`src/hdl/cft_pkg.sv`:
```
package cft_pkg;

  typedef struct packed {
    logic               first_of_set;
    logic signed [31:0] pos_x;
    logic signed [31:0] pos_y;
    logic [30:0]        radius;
    logic [15:0]        color_r_in;
    logic [15:0]        color_g_in;
    logic [15:0]        color_b_in;
  } in_item_t;

  typedef struct packed {
    logic               is_triangle;
    logic signed [31:0] vert_x;
    logic signed [31:0] vert_y;
    logic [15:0]        out_red;
    logic [15:0]        out_green;
    logic [15:0]        out_blue;
    logic [31:0]        index_a;
    logic [31:0]        index_b;
    logic [31:0]        index_c;
    logic               last_of_run;
  } out_item_t;

  // one point as the back end sees it: first_of_set already folded into base
  typedef struct packed {
    logic signed [31:0] pos_x;
    logic signed [31:0] pos_y;
    logic [30:0]        radius;
    logic [15:0]        red;
    logic [15:0]        green;
    logic [15:0]        blue;
    logic [31:0]        base;
  } point_t;

  localparam int Q_DEPTH   = 2;
  localparam int OUT_DEPTH = 8;
  localparam int TRIG_W    = 17;  // Q1.16 magnitude, 0 .. 65536

  localparam longint unsigned PI_HALF_Q30 = 64'd1686629713;
  localparam longint signed   ONE_Q30     = 64'sd1073741824;

  localparam longint unsigned SIN_DIV [8] = '{6, 20, 42, 72, 110, 156, 210, 272};
  localparam longint unsigned COS_DIV [8] = '{2, 12, 30, 56, 90, 132, 182, 240};

  function automatic logic [TRIG_W-1:0] q30_to_q16(longint signed v);
    longint unsigned u;
    if (v < 0) begin
      u = 0;
    end else begin
      u = (longint'(v) + 64'd8192) >> 14;
    end
    if (u > 64'd65536) begin
      u = 64'd65536;
    end
    return u[TRIG_W-1:0];
  endfunction

  // elaboration-time Taylor series, Q2.30, each product truncated
  function automatic logic [TRIG_W-1:0] trig_sin(longint unsigned x);
    longint unsigned t;
    longint signed   s;
    t = x;
    s = longint'(x);
    for (int n = 0; n < 8; n++) begin
      t = (t * x) >> 30;
      t = ((t * x) >> 30) / SIN_DIV[n];
      if (n[0] == 1'b0) begin
        s = s - longint'(t);
      end else begin
        s = s + longint'(t);
      end
    end
    return q30_to_q16(s);
  endfunction

  function automatic logic [TRIG_W-1:0] trig_cos(longint unsigned x);
    longint unsigned t;
    longint signed   c;
    t = longint'(ONE_Q30);
    c = ONE_Q30;
    for (int n = 0; n < 8; n++) begin
      t = (t * x) >> 30;
      t = ((t * x) >> 30) / COS_DIV[n];
      if (n[0] == 1'b0) begin
        c = c - longint'(t);
      end else begin
        c = c + longint'(t);
      end
    end
    return q30_to_q16(c);
  endfunction

endpackage

```
`src/hdl/cft_fifo.sv`:
```
module cft_fifo #(
  parameter int WIDTH = 8,
  parameter int DEPTH = 2
) (
  input  logic                       clk,
  input  logic                       rst_n,
  input  logic                       wr_en,
  input  logic [WIDTH-1:0]           wr_data,
  input  logic                       rd_en,
  output logic [WIDTH-1:0]           rd_data,
  output logic                       full,
  output logic                       empty,
  output logic [$clog2(DEPTH+1)-1:0] count
);

  localparam int AW = (DEPTH > 1) ? $clog2(DEPTH) : 1;
  localparam int CW = $clog2(DEPTH+1);
  localparam logic [AW-1:0] PTR_LAST = AW'(DEPTH-1);

  logic [WIDTH-1:0] data_r [DEPTH];
  logic [AW-1:0]    wr_ptr_r, wr_ptr_nxt;
  logic [AW-1:0]    rd_ptr_r, rd_ptr_nxt;
  logic [CW-1:0]    count_r, count_nxt;
  logic             wr_ok, rd_ok;

  assign full    = (count_r == CW'(DEPTH));
  assign empty   = (count_r == '0);
  assign count   = count_r;
  assign rd_data = data_r[rd_ptr_r];
  assign wr_ok   = wr_en && !full;
  assign rd_ok   = rd_en && !empty;

  always_comb begin
    wr_ptr_nxt = wr_ptr_r;
    rd_ptr_nxt = rd_ptr_r;
    count_nxt  = count_r;
    if (wr_ok) begin
      wr_ptr_nxt = (wr_ptr_r == PTR_LAST) ? '0 : wr_ptr_r + AW'(1);
    end
    if (rd_ok) begin
      rd_ptr_nxt = (rd_ptr_r == PTR_LAST) ? '0 : rd_ptr_r + AW'(1);
    end
    if (wr_ok && !rd_ok) begin
      count_nxt = count_r + CW'(1);
    end else if (rd_ok && !wr_ok) begin
      count_nxt = count_r - CW'(1);
    end
  end

  always_ff @(posedge clk) begin
    if (!rst_n) begin
      wr_ptr_r <= '0;
      rd_ptr_r <= '0;
      count_r  <= '0;
    end else begin
      wr_ptr_r <= wr_ptr_nxt;
      rd_ptr_r <= rd_ptr_nxt;
      count_r  <= count_nxt;
    end
  end

  always_ff @(posedge clk) begin
    if (wr_ok) begin
      data_r[wr_ptr_r] <= wr_data;
    end
  end

endmodule

```
`src/hdl/cft_front.sv`:
```
module cft_front import cft_pkg::*; #(
  parameter int SEGMENTS = 10
) (
  input  logic     clk,
  input  logic     rst_n,
  input  logic     push,
  output logic     full,
  input  in_item_t in_data,
  input  logic     q_full,
  output logic     q_push,
  output point_t   q_data
);

  logic [31:0] base_r, base_nxt;
  logic [31:0] base_use;
  logic        accept;

  assign full     = q_full;
  assign accept   = push && !q_full;
  assign q_push   = accept;
  assign base_use = in_data.first_of_set ? 32'd0 : base_r;

  always_comb begin
    base_nxt = base_r;
    if (accept) begin
      base_nxt = base_use + 32'(SEGMENTS + 1);
    end
  end

  always_comb begin
    q_data.pos_x  = in_data.pos_x;
    q_data.pos_y  = in_data.pos_y;
    q_data.radius = in_data.radius;
    q_data.red    = in_data.color_r_in;
    q_data.green  = in_data.color_g_in;
    q_data.blue   = in_data.color_b_in;
    q_data.base   = base_use;
  end

  always_ff @(posedge clk) begin
    if (!rst_n) begin
      base_r <= '0;
    end else begin
      base_r <= base_nxt;
    end
  end

  a_base_restart: assert property (@(posedge clk) disable iff (!rst_n)
    (accept && in_data.first_of_set) |=> (base_r == 32'(SEGMENTS + 1)))
    else $error("vertex base not restarted by first_of_set");

endmodule

```
`src/hdl/cft_back.sv`:
```
module cft_back import cft_pkg::*; #(
  parameter int SEGMENTS = 10
) (
  input  logic      clk,
  input  logic      rst_n,
  input  logic      q_empty,
  input  point_t    q_data,
  output logic      q_pop,
  input  logic      pop,
  output logic      empty,
  output out_item_t out_data
);

  localparam int KW = $clog2(2*SEGMENTS + 1);
  localparam int JW = $clog2(SEGMENTS);
  localparam int CW = $clog2(OUT_DEPTH + 1);
  localparam logic [KW-1:0] K_LAST = KW'(2*SEGMENTS);
  localparam logic [KW-1:0] K_TRI0 = KW'(SEGMENTS + 1);
  localparam logic [JW-1:0] J_LAST = JW'(SEGMENTS - 1);

  typedef struct packed {
    logic               is_tri;
    logic               last;
    logic signed [31:0] pos_x;
    logic signed [31:0] pos_y;
    logic [30:0]        rad;
    logic [TRIG_W-1:0]  cmag;
    logic [TRIG_W-1:0]  smag;
    logic               cneg;
    logic               sneg;
    logic [15:0]        red;
    logic [15:0]        green;
    logic [15:0]        blue;
    logic [31:0]        ia;
    logic [31:0]        ib;
    logic [31:0]        ic;
  } sel_t;

  typedef struct packed {
    logic               is_tri;
    logic               last;
    logic signed [31:0] pos_x;
    logic signed [31:0] pos_y;
    logic [47:0]        prod_x;
    logic [47:0]        prod_y;
    logic               cneg;
    logic               sneg;
    logic [15:0]        red;
    logic [15:0]        green;
    logic [15:0]        blue;
    logic [31:0]        ia;
    logic [31:0]        ib;
    logic [31:0]        ic;
  } mul_t;

  // rim table, rotated into the right quadrant at elaboration
  logic [TRIG_W-1:0] cos_mag [SEGMENTS];
  logic [TRIG_W-1:0] sin_mag [SEGMENTS];
  logic [SEGMENTS-1:0] cos_neg, sin_neg;

  for (genvar j = 0; j < SEGMENTS; j++) begin : g_trig
    localparam longint unsigned QD = (4*j) / SEGMENTS;
    localparam longint unsigned RM = 4*j - QD*SEGMENTS;
    localparam longint unsigned XA = (PI_HALF_Q30*RM + SEGMENTS/2) / SEGMENTS;
    localparam logic [TRIG_W-1:0] SV = trig_sin(XA);
    localparam logic [TRIG_W-1:0] CV = trig_cos(XA);
    assign cos_mag[j] = (QD == 0 || QD == 2) ? CV : SV;
    assign sin_mag[j] = (QD == 0 || QD == 2) ? SV : CV;
    assign cos_neg[j] = (QD == 1 || QD == 2);
    assign sin_neg[j] = (QD == 2 || QD == 3);
  end

  logic          busy_r, busy_nxt;
  logic [KW-1:0] k_r, k_nxt;
  point_t        cur_r;
  logic          v1_r, v2_r;
  sel_t          s1_r, s1_nxt;
  mul_t          s2_r;
  out_item_t     res;
  logic          of_full;
  logic [CW-1:0] of_count;
  logic [CW:0]   in_use;
  logic          issue, last, load;
  logic          is_tri, is_rim;
  logic [JW-1:0] rim_idx, tri_t, tri_n;

  // credit: results in flight plus those queued must fit the output queue
  assign in_use = {1'b0, of_count} + {{CW{1'b0}}, v1_r} + {{CW{1'b0}}, v2_r};
  assign issue  = busy_r && (in_use < (CW+1)'(OUT_DEPTH));
  assign last   = (k_r == K_LAST);
  assign load   = !q_empty && (!busy_r || (issue && last));
  assign q_pop  = load;

  always_comb begin
    k_nxt    = k_r;
    busy_nxt = busy_r;
    if (load) begin
      k_nxt    = '0;
      busy_nxt = 1'b1;
    end else if (issue) begin
      k_nxt = k_r + KW'(1);
      if (last) begin
        busy_nxt = 1'b0;
      end
    end
  end

  always_ff @(posedge clk) begin
    if (!rst_n) begin
      busy_r <= 1'b0;
      k_r    <= '0;
    end else begin
      busy_r <= busy_nxt;
      k_r    <= k_nxt;
    end
  end

  always_ff @(posedge clk) begin
    if (load) begin
      cur_r <= q_data;
    end
  end

  // select stage: centre, rim vertex or triangle for step k
  always_comb begin
    is_tri  = (k_r >= K_TRI0);
    is_rim  = (k_r != '0) && !is_tri;
    rim_idx = is_rim ? JW'(k_r - KW'(1)) : '0;
    tri_t   = is_tri ? JW'(k_r - K_TRI0) : '0;
    tri_n   = (tri_t == J_LAST) ? '0 : tri_t + JW'(1);

    s1_nxt.is_tri = is_tri;
    s1_nxt.last   = last;
    s1_nxt.pos_x  = is_tri ? 32'sd0 : cur_r.pos_x;
    s1_nxt.pos_y  = is_tri ? 32'sd0 : cur_r.pos_y;
    s1_nxt.rad    = cur_r.radius;
    s1_nxt.cmag   = is_rim ? cos_mag[rim_idx] : '0;
    s1_nxt.smag   = is_rim ? sin_mag[rim_idx] : '0;
    s1_nxt.cneg   = is_rim && cos_neg[rim_idx];
    s1_nxt.sneg   = is_rim && sin_neg[rim_idx];
    s1_nxt.red    = is_tri ? 16'd0 : cur_r.red;
    s1_nxt.green  = is_tri ? 16'd0 : cur_r.green;
    s1_nxt.blue   = is_tri ? 16'd0 : cur_r.blue;
    s1_nxt.ia     = is_tri ? cur_r.base : 32'd0;
    s1_nxt.ib     = is_tri ? cur_r.base + 32'(tri_t) + 32'd1 : 32'd0;
    s1_nxt.ic     = is_tri ? cur_r.base + 32'(tri_n) + 32'd1 : 32'd0;
  end

  always_ff @(posedge clk) begin
    if (!rst_n) begin
      v1_r <= 1'b0;
      v2_r <= 1'b0;
    end else begin
      v1_r <= issue;
      v2_r <= v1_r;
    end
  end

  always_ff @(posedge clk) begin
    s1_r        <= s1_nxt;
    s2_r.is_tri <= s1_r.is_tri;
    s2_r.last   <= s1_r.last;
    s2_r.pos_x  <= s1_r.pos_x;
    s2_r.pos_y  <= s1_r.pos_y;
    s2_r.prod_x <= 48'(s1_r.rad) * 48'(s1_r.cmag);
    s2_r.prod_y <= 48'(s1_r.rad) * 48'(s1_r.smag);
    s2_r.cneg   <= s1_r.cneg;
    s2_r.sneg   <= s1_r.sneg;
    s2_r.red    <= s1_r.red;
    s2_r.green  <= s1_r.green;
    s2_r.blue   <= s1_r.blue;
    s2_r.ia     <= s1_r.ia;
    s2_r.ib     <= s1_r.ib;
    s2_r.ic     <= s1_r.ic;
  end

  // round the Q.32 product to Q16.16, add with sign, clamp to 32 bits
  function automatic logic signed [31:0] rim_add(logic signed [31:0] pos,
                                                 logic [47:0] prod, logic neg);
    logic [47:0]        rnd;
    logic [31:0]        off;
    logic signed [33:0] sum;
    rnd = prod + 48'd32768;
    off = rnd[47:16];
    if (neg) begin
      sum = {{2{pos[31]}}, pos} - $signed({2'b00, off});
    end else begin
      sum = {{2{pos[31]}}, pos} + $signed({2'b00, off});
    end
    if (sum[33] && !(sum[32] && sum[31])) begin
      return 32'sh8000_0000;
    end else if (!sum[33] && (sum[32] || sum[31])) begin
      return 32'sh7fff_ffff;
    end
    return sum[31:0];
  endfunction

  always_comb begin
    res.is_triangle = s2_r.is_tri;
    res.vert_x      = rim_add(s2_r.pos_x, s2_r.prod_x, s2_r.cneg);
    res.vert_y      = rim_add(s2_r.pos_y, s2_r.prod_y, s2_r.sneg);
    res.out_red     = s2_r.red;
    res.out_green   = s2_r.green;
    res.out_blue    = s2_r.blue;
    res.index_a     = s2_r.ia;
    res.index_b     = s2_r.ib;
    res.index_c     = s2_r.ic;
    res.last_of_run = s2_r.last;
  end

  cft_fifo #(
    .WIDTH ($bits(out_item_t)),
    .DEPTH (OUT_DEPTH)
  ) u_out_q (
    .clk     (clk),
    .rst_n   (rst_n),
    .wr_en   (v2_r),
    .wr_data (res),
    .rd_en   (pop),
    .rd_data (out_data),
    .full    (of_full),
    .empty   (empty),
    .count   (of_count)
  );

  a_no_drop: assert property (@(posedge clk) disable iff (!rst_n)
    v2_r |-> !of_full)
    else $error("result written into a full output queue");

  a_step_wrap: assert property (@(posedge clk) disable iff (!rst_n)
    (issue && last) |=> (!busy_r || (k_r == '0)))
    else $error("step counter did not restart after the last result");

  a_step_range: assert property (@(posedge clk) disable iff (!rst_n)
    busy_r |-> (k_r <= K_LAST))
    else $error("step counter out of range");

endmodule

```
`src/hdl/circle_fan_tessellator.sv`:
```
// Path: point queue, current point, select and multiply registers, output queue.
// Throughput: 2*SEGMENTS+1 results per point, one per cycle while the output queue
//   has room, set by the back-end step sequencer and the single-result output port.
// A two-entry point queue lets the next request in while a fan is still emitted.
// Reset (rst_n low, synchronous) clears the vertex base, both queues and the
//   sequencer; no clearing pass, ready once reset is released.
module circle_fan_tessellator import cft_pkg::*; #(
  parameter int SEGMENTS = 10
) (
  input  logic      clk,
  input  logic      rst_n,
  input  logic      push,
  output logic      full,
  input  in_item_t  in_data,
  input  logic      pop,
  output logic      empty,
  output out_item_t out_data
);

  localparam int QCW = $clog2(Q_DEPTH + 1);

  logic           q_push, q_full, q_empty, q_pop;
  point_t         q_wdata, q_rdata;
  logic [QCW-1:0] q_count;

  cft_front #(
    .SEGMENTS (SEGMENTS)
  ) u_front (
    .clk     (clk),
    .rst_n   (rst_n),
    .push    (push),
    .full    (full),
    .in_data (in_data),
    .q_full  (q_full),
    .q_push  (q_push),
    .q_data  (q_wdata)
  );

  cft_fifo #(
    .WIDTH ($bits(point_t)),
    .DEPTH (Q_DEPTH)
  ) u_point_q (
    .clk     (clk),
    .rst_n   (rst_n),
    .wr_en   (q_push),
    .wr_data (q_wdata),
    .rd_en   (q_pop),
    .rd_data (q_rdata),
    .full    (q_full),
    .empty   (q_empty),
    .count   (q_count)
  );

  cft_back #(
    .SEGMENTS (SEGMENTS)
  ) u_back (
    .clk      (clk),
    .rst_n    (rst_n),
    .q_empty  (q_empty),
    .q_data   (q_rdata),
    .q_pop    (q_pop),
    .pop      (pop),
    .empty    (empty),
    .out_data (out_data)
  );

  a_point_q_bound: assert property (@(posedge clk) disable iff (!rst_n)
    q_count <= QCW'(Q_DEPTH))
    else $error("point queue holds more than its depth");

endmodule
```
`config.mk`:
```
export PLATFORM = sky130hd
export DESIGN_NAME = circle_fan_tessellator
export DESIGN_NICKNAME = d
export VERILOG_FILES = /design/src/hdl/cft_pkg.sv /design/src/hdl/cft_fifo.sv /design/src/hdl/cft_front.sv /design/src/hdl/cft_back.sv /design/src/hdl/circle_fan_tessellator.sv
export SDC_FILE = /design/constraint.sdc
export NUM_CORES = 2
export LEC_CHECK = 0
export BUFFER_PORTS_ARGS = -buffer_cell sky130_fd_sc_hd__buf_4
export CORE_AREA = 3 3 485 487
export CTS_CLUSTER_SIZE = 12
export DETAILED_ROUTE_END_ITERATION = 10
export DIE_AREA = 0 0 488 490
export GPL_TIMING_DRIVEN = 1
export PLACE_DENSITY = 0.72
export SLEW_MARGIN = 20
export SYNTH_ARGS = -nofsm -noshare
export SYNTH_HDL_FRONTEND = slang
export SYNTH_HIERARCHICAL = 1
export SYNTH_SLANG_ARGS = --single-unit
export TNS_END_PERCENT = 10
```
`constraint.sdc`:
```
create_clock -name clk -period 20.5 [get_ports clk]
set_input_delay 1.025 -clock clk [delete_from_list [all_inputs] [get_ports clk]]
set_output_delay 1.025 -clock clk [all_outputs]
set_load 0.01 [all_outputs]
```
==> results.rst <==
.. list-table::
   :header-rows: 1

   * - Metric
     - Value
   * - Layout Skew
     - 0.08680 ns
   * - Starting Density
     - 54.67%
   * - Count of boundary I/O pins
     - 360
   * - Total number of placement rows
     - 177
   * - Fraction of layout instances using a drive strength above 1
     - 16.95%
   * - Largest buffer count on any clock path
     - 4
   * - Total die area
     - 239100 um^2
   * - Number of slew-limit violations in the final report
     - 0
   * - Number of buffers inserted to repair setup after CTS
     - 0
   * - Instance area at placement
     - 131500 um^2
   * - Pleak
     - 53.17 nW
   * - Max-Slew Margin vs Limit
     - 21.64%
   * - Cells along the critical path
     - ha_1 -> nand3_1 -> nor3_1 -> mux2_2 -> nor3_1 -> o21ai_0 -> or2_2 -> nor3_1 -> nor2_1 -> xnor2_1 -> ha_1 -> a21o_1 -> a21o_1 -> a21oi_1 -> o21bai_1 -> a21o_1 -> and2_1 -> a2111oi_0 -> o41ai_1 -> xnor2_1 -> inv_2 -> and2_1 -> a211oi_1
   * - Detailed-route wire length per cell
     - 23.68 um
   * - Yosys Warn Count
     - 6
   * - Run status
     - finished clean
   * - Non-filler cells, final
     - 11420
   * - Pwr Density
     - 159.1 nW/um^2
   * - Largest net degree at the start of global routing
     - 134
   * - Number of clock sinks
     - 2788
   * - Required time at the worst-slack endpoint
     - 21.10 ns
   * - Number of buffers created by CTS
     - 303
   * - Clock Root Buffer
     - clkbuf_16
   * - Kind of launch point of the worst setup path
     - flop
   * - Synthesized instance count
     - 7812
   * - Worst-path clk slew
     - 0.06 ns
   * - Area of the core region
     - 231900 um^2
   * - Element type at the critical path end
     - flop
   * - Cell with the biggest individual delay on the critical path
     - xnor2_1
   * - Hold-fix buffers, CTS
     - 0
   * - Accumulated negative setup slack
     - 0 ns
   * - Initial DRC Count
     - 4854
   * - Final design instance area without fill
     - 140500 um^2
   * - Quantity of gates resized following cts
     - 0
   * - Pre-antenna DRT Iters
     - 8
   * - Peak clock frequency supported by timing
     - 0.1292 GHz
   * - Top fanout value on the critical path
     - 38
   * - DRT antenna net count
     - 0
   * - Total detailed-routing wirelength
     - 270300 um
   * - Total setup violations reported at the end of the flow
     - 0
   * - Worst vdd rail ir drop
     - 118.4 uV
   * - RSZ-0062 raised after global routing
     - no
   * - Number of placed cells counting well taps
     - 10890
   * - GR Util All Layers
     - 22.67%
   * - Grt ovf
     - 0
   * - Detail-routed via count per cell
     - 5.665
   * - Period utilization
     - 37.75%
   * - Max-capacitance violation count
     - 0
   * - Via count of the first global-routing pass
     - 67080
   * - Clock tree from TritonCTS
     - built
   * - Post-synth design cell area
     - 126800 um^2
   * - CP arrival
     - 8.34 ns
   * - Type of the worst setup path
     - reg -> reg
   * - DP HPWL
     - 176200 um
   * - Worst Max-Slew Pin Slew
     - 1.175 ns
   * - Initial antenna violation count
     - 20
   * - Final net count
     - 9264
   * - Count of input and output buffers
     - 359
   * - Avg Cell Area, Syn
     - 16.23 um^2
   * - Min-delay worst type
     - in -> reg
   * - Height of the chip
     - 490 um
   * - Clock insertion delay at the later pin of the skew report
     - 0.93 ns
   * - Total nets after synthesis
     - 8925
   * - Remaining routing DRC violations
     - 0
   * - Total number of vias
     - 64680
   * - Core utilization of the finished layout
     - 60.61%
   * - Routability congestion estimate
     - 0.9042
   * - Synth-to-layout area growth
     - 10.87%
   * - Clock H-tree levels
     - 5
   * - Global-route wire length before repair
     - 411600 um
   * - Hold Violations, Final
     - 0
   * - Crit-path max cell delay
     - 0.83 ns
   * - Final period demand of the worst path
     - 7.739 ns
   * - Width of the die
     - 488 um
-- path summary, 6_finish.rpt --
path                     from                             to  slack [ns]  cells after the start
min reg2reg  u_back/s1_r[263]               u_back/s2_r[294]        0.30                      0
max          u_back/s2_r[209]  u_back/u_out_q/data_r[7][203]       12.76                     23
min               in_data[84]       u_point_q/data_r[0][116]        0.27                      1
max reg2reg  u_back/s2_r[209]  u_back/u_out_q/data_r[7][203]       12.76                     23
-- stage by stage --
step,hold WS [ns],total power [mW],setup slack (ns)
after floorplan,0.3096,14.73,4.195
after CTS,0.1886,22.70,12.77
after global routing,0.2114,23.92,12.14
after detailed placement,0.3121,17.57,12.81
after global placement,0.3100,17.39,12.91
final,0.2722,22.36,12.76
-- layout by cell type, fill, tap and decap left out, types with 11 or more instances in the layout --
| cell | instances |
|---|---|
| a211oi_1 | 22 |
| a21boi_0 | 11 |
| a21o_1 | 128 |
| a21oi_1 | 144 |
| a31oi_1 | 28 |
| and2_1 | 238 |
| and3_1 | 40 |
| and4_1 | 14 |
| buf_4 | 428 |
| clkbuf_1 | 148 |
| clkbuf_16 | 310 |
| clkbuf_8 | 23 |
| clkinv_2 | 16 |
| dfxtp_1 | 579 |
| edfxtp_1 | 2205 |
| fa_1 | 468 |
| ha_1 | 497 |
| inv_1 | 749 |
| mux2_2 | 389 |
| mux4_1 | 261 |
| mux4_2 | 159 |
| nand2_1 | 243 |
| nand2b_1 | 26 |
| nand3_1 | 82 |
| nand4_1 | 55 |
| nor2_1 | 243 |
| nor2b_1 | 50 |
| nor3_1 | 62 |
| nor4_1 | 18 |
| o211ai_1 | 18 |
| o21a_1 | 25 |
| o21ai_0 | 77 |
| o21bai_1 | 27 |
| o22ai_1 | 23 |
| o31ai_1 | 15 |
| or3_1 | 28 |
| xnor2_1 | 197 |
| xor2_1 | 128 |
-- report_power, final --
| group | switching, mW | total [mW] | leakage, nW | internal (mW) |
|---|---|---|---|---|
| clock | 2.05 | 5.01 | 4.39 | 2.95 |
| combinational | 5.58 | 9.30 | 23.8 | 3.71 |
| sequential | 0.472 | 8.06 | 24.9 | 7.59 |
-- layer usage --
| metal | routed length (um) | part of all wire (%) | GRT usage (%) |
|---|---|---|---|
| met2 | 131300 | 49 | 36.81 |
| met3 | 16030 | 5.9 | 4.069 |
| met4 | 6270 | 2.3 | 5.764 |
| met1 | 116800 | 43 | 31.95 |
| met5 | 0 | 0 | 0 |
-- sequential cells by signal, indices dropped and copies added, names as in the netlist, 2 cells and up, named ones only --
| register | cells |
|---|---|
| u_back/u_out_q/data_r | 1680 |
| u_back/u_out_q/rd_ptr_r | 3 |
| u_front/base_r | 32 |
| u_back/s1_r | 247 |
| u_back/u_out_q/count | 4 |
| u_point_q/data_r | 350 |
| u_back/res | 146 |
| u_back/u_out_q/wr_ptr_r | 3 |
| u_back/s2_r | 132 |
| u_back/k_r | 5 |
| u_back/cur_r | 175 |
| u_point_q/count | 2 |
-- layout make-up --
cell class	instances	area [um^2]
Multi-Input combinational cell	3872	43580
Clock buffer	482	8635
Sequential cell	2788	77900
Timing Repair Buffer	436	3373
Inverter	750	2815
Clock inverter	43	431.7
Tap cell	3043	3807
Antenna cell	3	7.507
Fill cell	16700	91320
-- worst max-delay path, delay by kind of cell, from the launching register on --
family                   cells  cell delay, ns
AO/OA/AOI/OAI                9            2.49
AND/OR/NAND/NOR              8            1.91
adder cells (fa/ha/maj)      2            0.67
multiplexers                 1            0.41
buffers and inverters        1            0.55
flip-flops                   1            0.45
XOR/XNOR                     2            0.97
No activity file was read; power rests on OpenSTA's default activity.
